**src/hdl/stir_pkg.sv**
```systemverilog
package stir_pkg;

  localparam int QUERY_W = 11;
  localparam int DATA_W = 30;
  localparam int RED_W = 32;

  localparam logic [DATA_W-1:0] MOD_P = 30'd1000000007;
  localparam logic [RED_W-1:0] MOD_P_X1 = 32'd1000000007;
  localparam logic [RED_W-1:0] MOD_P_X2 = 32'd2000000014;

  // Quotient estimate: q = ((v >> EST_SHIFT) * RECIP) >> RECIP_W,
  // RECIP = floor(2^(EST_SHIFT + RECIP_W) / MOD_P). Never overestimates.
  localparam int EST_SHIFT = 29;
  localparam int RECIP_W = 16;
  localparam logic [RECIP_W-1:0] RECIP = 16'd35184;

  // One column update handed from the sequencer to the multiply-add unit
  typedef struct packed {
    logic valid;
    logic hi_zero;   // column j not yet reached in this query: reads as zero
    logic lo_seed;   // column j-1 is column 0: use seed_one instead of memory
    logic seed_one;  // column 0 value of the previous row (1 only for row 0)
  } stir_op_t;

endpackage

```
**src/hdl/stir_mod_mac.sv**
```systemverilog
module stir_mod_mac import stir_pkg::*; #(
  parameter int AW = 11,
  parameter int MW = 11
) (
  input  logic              clk,
  input  logic              rst,
  input  stir_op_t          op,
  input  logic [AW-1:0]     op_addr,
  input  logic [MW-1:0]     mult,
  input  logic [DATA_W-1:0] rd_hi,
  input  logic [DATA_W-1:0] rd_lo,
  output logic              wr_en,
  output logic [AW-1:0]     wr_addr,
  output logic [DATA_W-1:0] wr_data,
  output logic              busy
);

  localparam int PW = MW + DATA_W;
  localparam int VW = PW + 1;
  localparam int TW = VW - EST_SHIFT;
  localparam int QW = TW;
  localparam int EW = TW + RECIP_W;
  localparam int XW = QW + DATA_W;

  // stage 0: line up with registered memory read data
  stir_op_t          op0;
  logic [AW-1:0]     addr0;
  logic [MW-1:0]     mult0;
  // stage 1: a + mult * b
  logic              val1;
  logic [AW-1:0]     addr1;
  logic [VW-1:0]     v1;
  // stage 2: quotient estimate
  logic              val2;
  logic [AW-1:0]     addr2;
  logic [VW-1:0]     v2;
  logic [QW-1:0]     q2;
  // stage 3: partial remainder, below 2*MOD_P
  logic              val3;
  logic [AW-1:0]     addr3;
  logic [RED_W-1:0]  r3;

  logic [DATA_W-1:0] opnd_a;
  logic [DATA_W-1:0] opnd_b;
  logic [PW-1:0]     prod;
  logic [VW-1:0]     v_comb;
  logic [EW-1:0]     est;
  logic [XW-1:0]     qp;
  logic [VW-1:0]     diff;
  logic [RED_W-1:0]  r_fold;

  assign opnd_b = op0.hi_zero ? '0 : rd_hi;
  assign opnd_a = op0.lo_seed ? DATA_W'(op0.seed_one) : rd_lo;
  assign prod = PW'(mult0) * PW'(opnd_b);
  assign v_comb = VW'(prod) + VW'(opnd_a);

  assign est = EW'(v1[VW-1:EST_SHIFT]) * EW'(RECIP);

  assign qp = XW'(q2) * XW'(MOD_P);
  assign diff = v2 - qp[VW-1:0];

  always_comb begin
    priority if (r3 >= MOD_P_X2) begin
      r_fold = r3 - MOD_P_X2;
    end else if (r3 >= MOD_P_X1) begin
      r_fold = r3 - MOD_P_X1;
    end else begin
      r_fold = r3;
    end
  end

  always_ff @(posedge clk) begin
    if (rst) begin
      op0  <= '0;
      val1 <= 1'b0;
      val2 <= 1'b0;
      val3 <= 1'b0;
    end else begin
      op0  <= op;
      val1 <= op0.valid;
      val2 <= val1;
      val3 <= val2;
    end
    addr0 <= op_addr;
    mult0 <= mult;
    addr1 <= addr0;
    v1    <= v_comb;
    addr2 <= addr1;
    v2    <= v1;
    q2    <= est[EW-1:RECIP_W];
    addr3 <= addr2;
    r3    <= diff[RED_W-1:0];
  end

  assign wr_en = val3;
  assign wr_addr = addr3;
  assign wr_data = r_fold[DATA_W-1:0];
  assign busy = op0.valid | val1 | val2 | val3;

endmodule

```
**config.mk**
```make
export PLATFORM = sky130hd
export DESIGN_NAME = stir_mod_mac
export DESIGN_NICKNAME = d
export VERILOG_FILES = /design/src/hdl/stir_pkg.sv /design/src/hdl/stir_mod_mac.sv
export SDC_FILE = /design/constraint.sdc
export NUM_CORES = 2
export LEC_CHECK = 0
export ABC_AREA = 1
export ABC_CLOCK_PERIOD_IN_PS = 14450
export BUFFER_PORTS_ARGS = -buffer_cell sky130_fd_sc_hd__buf_2
export CAP_MARGIN = 5
export CORE_ASPECT_RATIO = 0.8
export CORE_MARGIN = 2
export CORE_UTILIZATION = 30
export CTS_CLUSTER_DIAMETER = 120
export DETAILED_ROUTE_END_ITERATION = 7
export PLACE_DENSITY = 0.41
export SYNTH_ARGS = -nofsm -noshare
export SYNTH_HDL_FRONTEND = slang
export SYNTH_SLANG_ARGS = --single-unit
```
**constraint.sdc**
```tcl
create_clock -name clk -period 14.45 [get_ports clk]
set_input_delay 0 -clock clk [delete_from_list [all_inputs] [get_ports clk]]
set_output_delay 0 -clock clk [all_outputs]
set_load 0.05 [all_outputs]
```
==> flow_summary.yaml <==
synth:
  ys_warn_count: 0
  ys_seq_area_frac: 0.131
  post-synth-top-area-fraction: 0.316
  synth_nets: 4413
  synthCells: 3610
  syn_area_sq_mm: 0.0276
  yosysTopAreaCell: "fa_1"
  avgSynthCellArea_sq_um: 7.66
  yosysUniqueCellTypes: 44
  ys_ff_latch: 181
  yosys-top-cells-area: "fa_1 32%, dfxtp_1 13%, ha_1 13%"
final_layout:
  layout_commonest_cell: "nand2_1"
  post_layout_nonfiller_instances: 4962
  drive_above_1_share: 0.0648
  nNetsFinal: 4540
  area_growth_pct: 10.2
  antennaDiodeCount: 0
  final_cell_mix: "906 x nand2_1, 787 x inv_1, 437 x fa_1"
  nFillCells: 9950
min_path:
  min_path_type: "in2reg"
  hold_depth: 4
  min_from: "rd_lo[0]"
placement:
  gp_congestion: 0.878
  dpl.cell_count: 4899
  dpl.hpwl_microns: 78000
  io_buffers: 130
timing:
  tightestPinTransition_ns: 0.951
  timing.hold.ws_ns: 0.0387
  drv_slew: 0
  relSlewSlack: 0.362
  setup_viol: 0
  timing.fmax_ghz: 0.163
  tns_ns: 0
  finalCriticalPeriod_ns: 6.15
  finClkSkew_ns: 0.0290
  hold_viol: 0
  fin_crit_sh: 0.426
  rsz0062_at_grt: "no"
floorplan:
  design.core.area_sq_mm: 0.0913
  die_w_microns: 343
  die_height_microns: 276
  rows: 99
  die_area_sq_mm: 0.0946
  start_util: 0.303
  pin_count: 131
setup_path:
  crit_chain: "inv_1 > nor2_1 > fa_1 > fa_1 > fa_1 > fa_1 > inv_1 > fa_1 > inv_1 > ha_1 > a21oi_1 > a21boi_0 > nor2_1 > nor2_1 > nand2_1 > a21oi_1 > xnor2_1"
  path_max_fanout: 21
  cp_common_cell: "fa_1"
  criticalPathCategory: "reg2reg"
  required_ns: 14.82
  worst_r2r_path_depth: 17
  worstPathArrival_ns: 6.53
  crit_path_top_delay_cell: "dfxtp_1"
  critPathCaptureType: "flip-flop"
  crit_start: "mult0[9]"
  slowest_delay_ns: 0.67
  startpoint_type: "flip-flop"
  r2r_start: "mult0[9]"
global_route:
  overflow: 0
  grt_pass1_vias: 24171
  grt_max_degree: 47
  grtUsageTotal: 0.201
  antenna_found_initial: 1
  grt_pass1_wl_microns: 143000
detailed_routing:
  drt-wirelength-per-cell_microns: 18.3
  vias_per_cell: 4.56
  drtIter0Drc: 1429
  routed_wl_microns: 90900
  drtAntennaViolNets: 0
  route.detailed.drc: 0
  drt-pass1-iter-count: 5
  dr_total_vias: 22617
clock_tree:
  cts_buffers: 17
  cts_hold_buf: 31
  htree_levels: 4
  clk_pin_slew_ns: 0.09
  cts_sinks: 181
  clk-insertion-delay-late_ns: 0.51
  root_buffer: "clkbuf_16"
  cts_tree: "yes"
  post-cts-setup-buffers: 0
  clockBufferDepth: 2
  cts_resized: 0
run_status:
  status: "completed"
flow_run:
  max_cap_violations: 0
## cell families (layout without fill, tap and decap cells)
family | after synthesis | after routing | share of synthesized area
xor+xnor | 95 | 95 | 0.0301
compound gates | 272 | 272 | 0.0556
simple gates | 1469 | 1469 | 0.217
fa+ha+maj | 715 | 715 | 0.442
buf+inv | 878 | 1018 | 0.124
flops | 181 | 181 | 0.131
## metal layers
| metal | global-route usage | wire [microns] | vias up |
|---|---|---|---|
| met2 | 0.323 | 41000 | 381 |
| met4 | 0.0452 | 1520 | 0 |
| met3 | 0.0215 | 3210 | 59 |
| li1 | - | - | 11071 |
| met5 | 0 | 0 | - |
| met1 | 0.289 | 45200 | 11106 |
## through the flow
stage           util  cell area (sq um)  setup slack, ns
2_1_floorplan      -              27600             9.46
3_3_place_gp   0.324              29500             8.38
3_5_place_dp   0.324              29500             8.37
4_1_cts        0.334              30500             8.34
5_1_grt        0.334              30500             8.01
6_report       0.334              30500             8.30
## flip-flops by register name, summed over array words and instances (netlist names)
register  cells
addr0        11
addr1        11
addr2        11
mult0        11
op0           4
q2           13
r3           32
v1           42
v2           32
val1          1
val2          1
wr_addr      11
wr_en         1
## Yosys cell counts, drive strengths merged
| cell | number |
|---|---|
| o21ai | 112 |
| nand3b | 7 |
| clkinv | 9 |
| a21oi | 105 |
| xor2 | 78 |
| and3 | 3 |
| nand4 | 33 |
| fa | 437 |
| nor3 | 19 |
| o31ai | 1 |
| nor4 | 5 |
| o21bai | 19 |
| nand2 | 925 |
| o211ai | 3 |
| ha | 278 |
| a21o | 9 |
| nor2 | 332 |
| a31oi | 9 |
| inv | 806 |
| clkbuf | 30 |
| a21boi | 6 |
| buf | 33 |
| and2 | 3 |
| xnor2 | 17 |
| nand3 | 141 |
| or2 | 1 |
| dfxtp | 181 |
| o21a | 8 |
## area by class of cell
type / count / area, sq um / share of cell area
Clock buffer: 17 / 425 / 0.0140
Clock inverter: 15 / 191 / 0.00628
Inverter: 815 / 3060 / 0.101
Multi-Input combinational cell: 2551 / 20600 / 0.676
Sequential cell: 181 / 3630 / 0.119
Tap cell: 1212 / 1520 / 0.0498
Timing Repair Buffer: 171 / 1040 / 0.0340
## worst max-delay path: cells and delay by family (launching register included)
kind	cells	cell delay, ns
and+or+nand+nor	4	0.75
AOI/OAI and AO/OA	3	0.75
buffers and inverters	3	0.64
DFF	1	0.67
adders and majority gates	6	2.97
xor gates and xnor gates	1	0.21
## final timing paths
check	end	slack [ns]
setup / recovery	v1[23]	8.30
hold / removal	v1[0]	0.04
setup reg to reg	v1[23]	8.30
hold reg to reg	addr2[6]	0.32
Power is not shown: default switching activity piles up to over one toggle a cycle in this logic, so the estimate is an artifact.
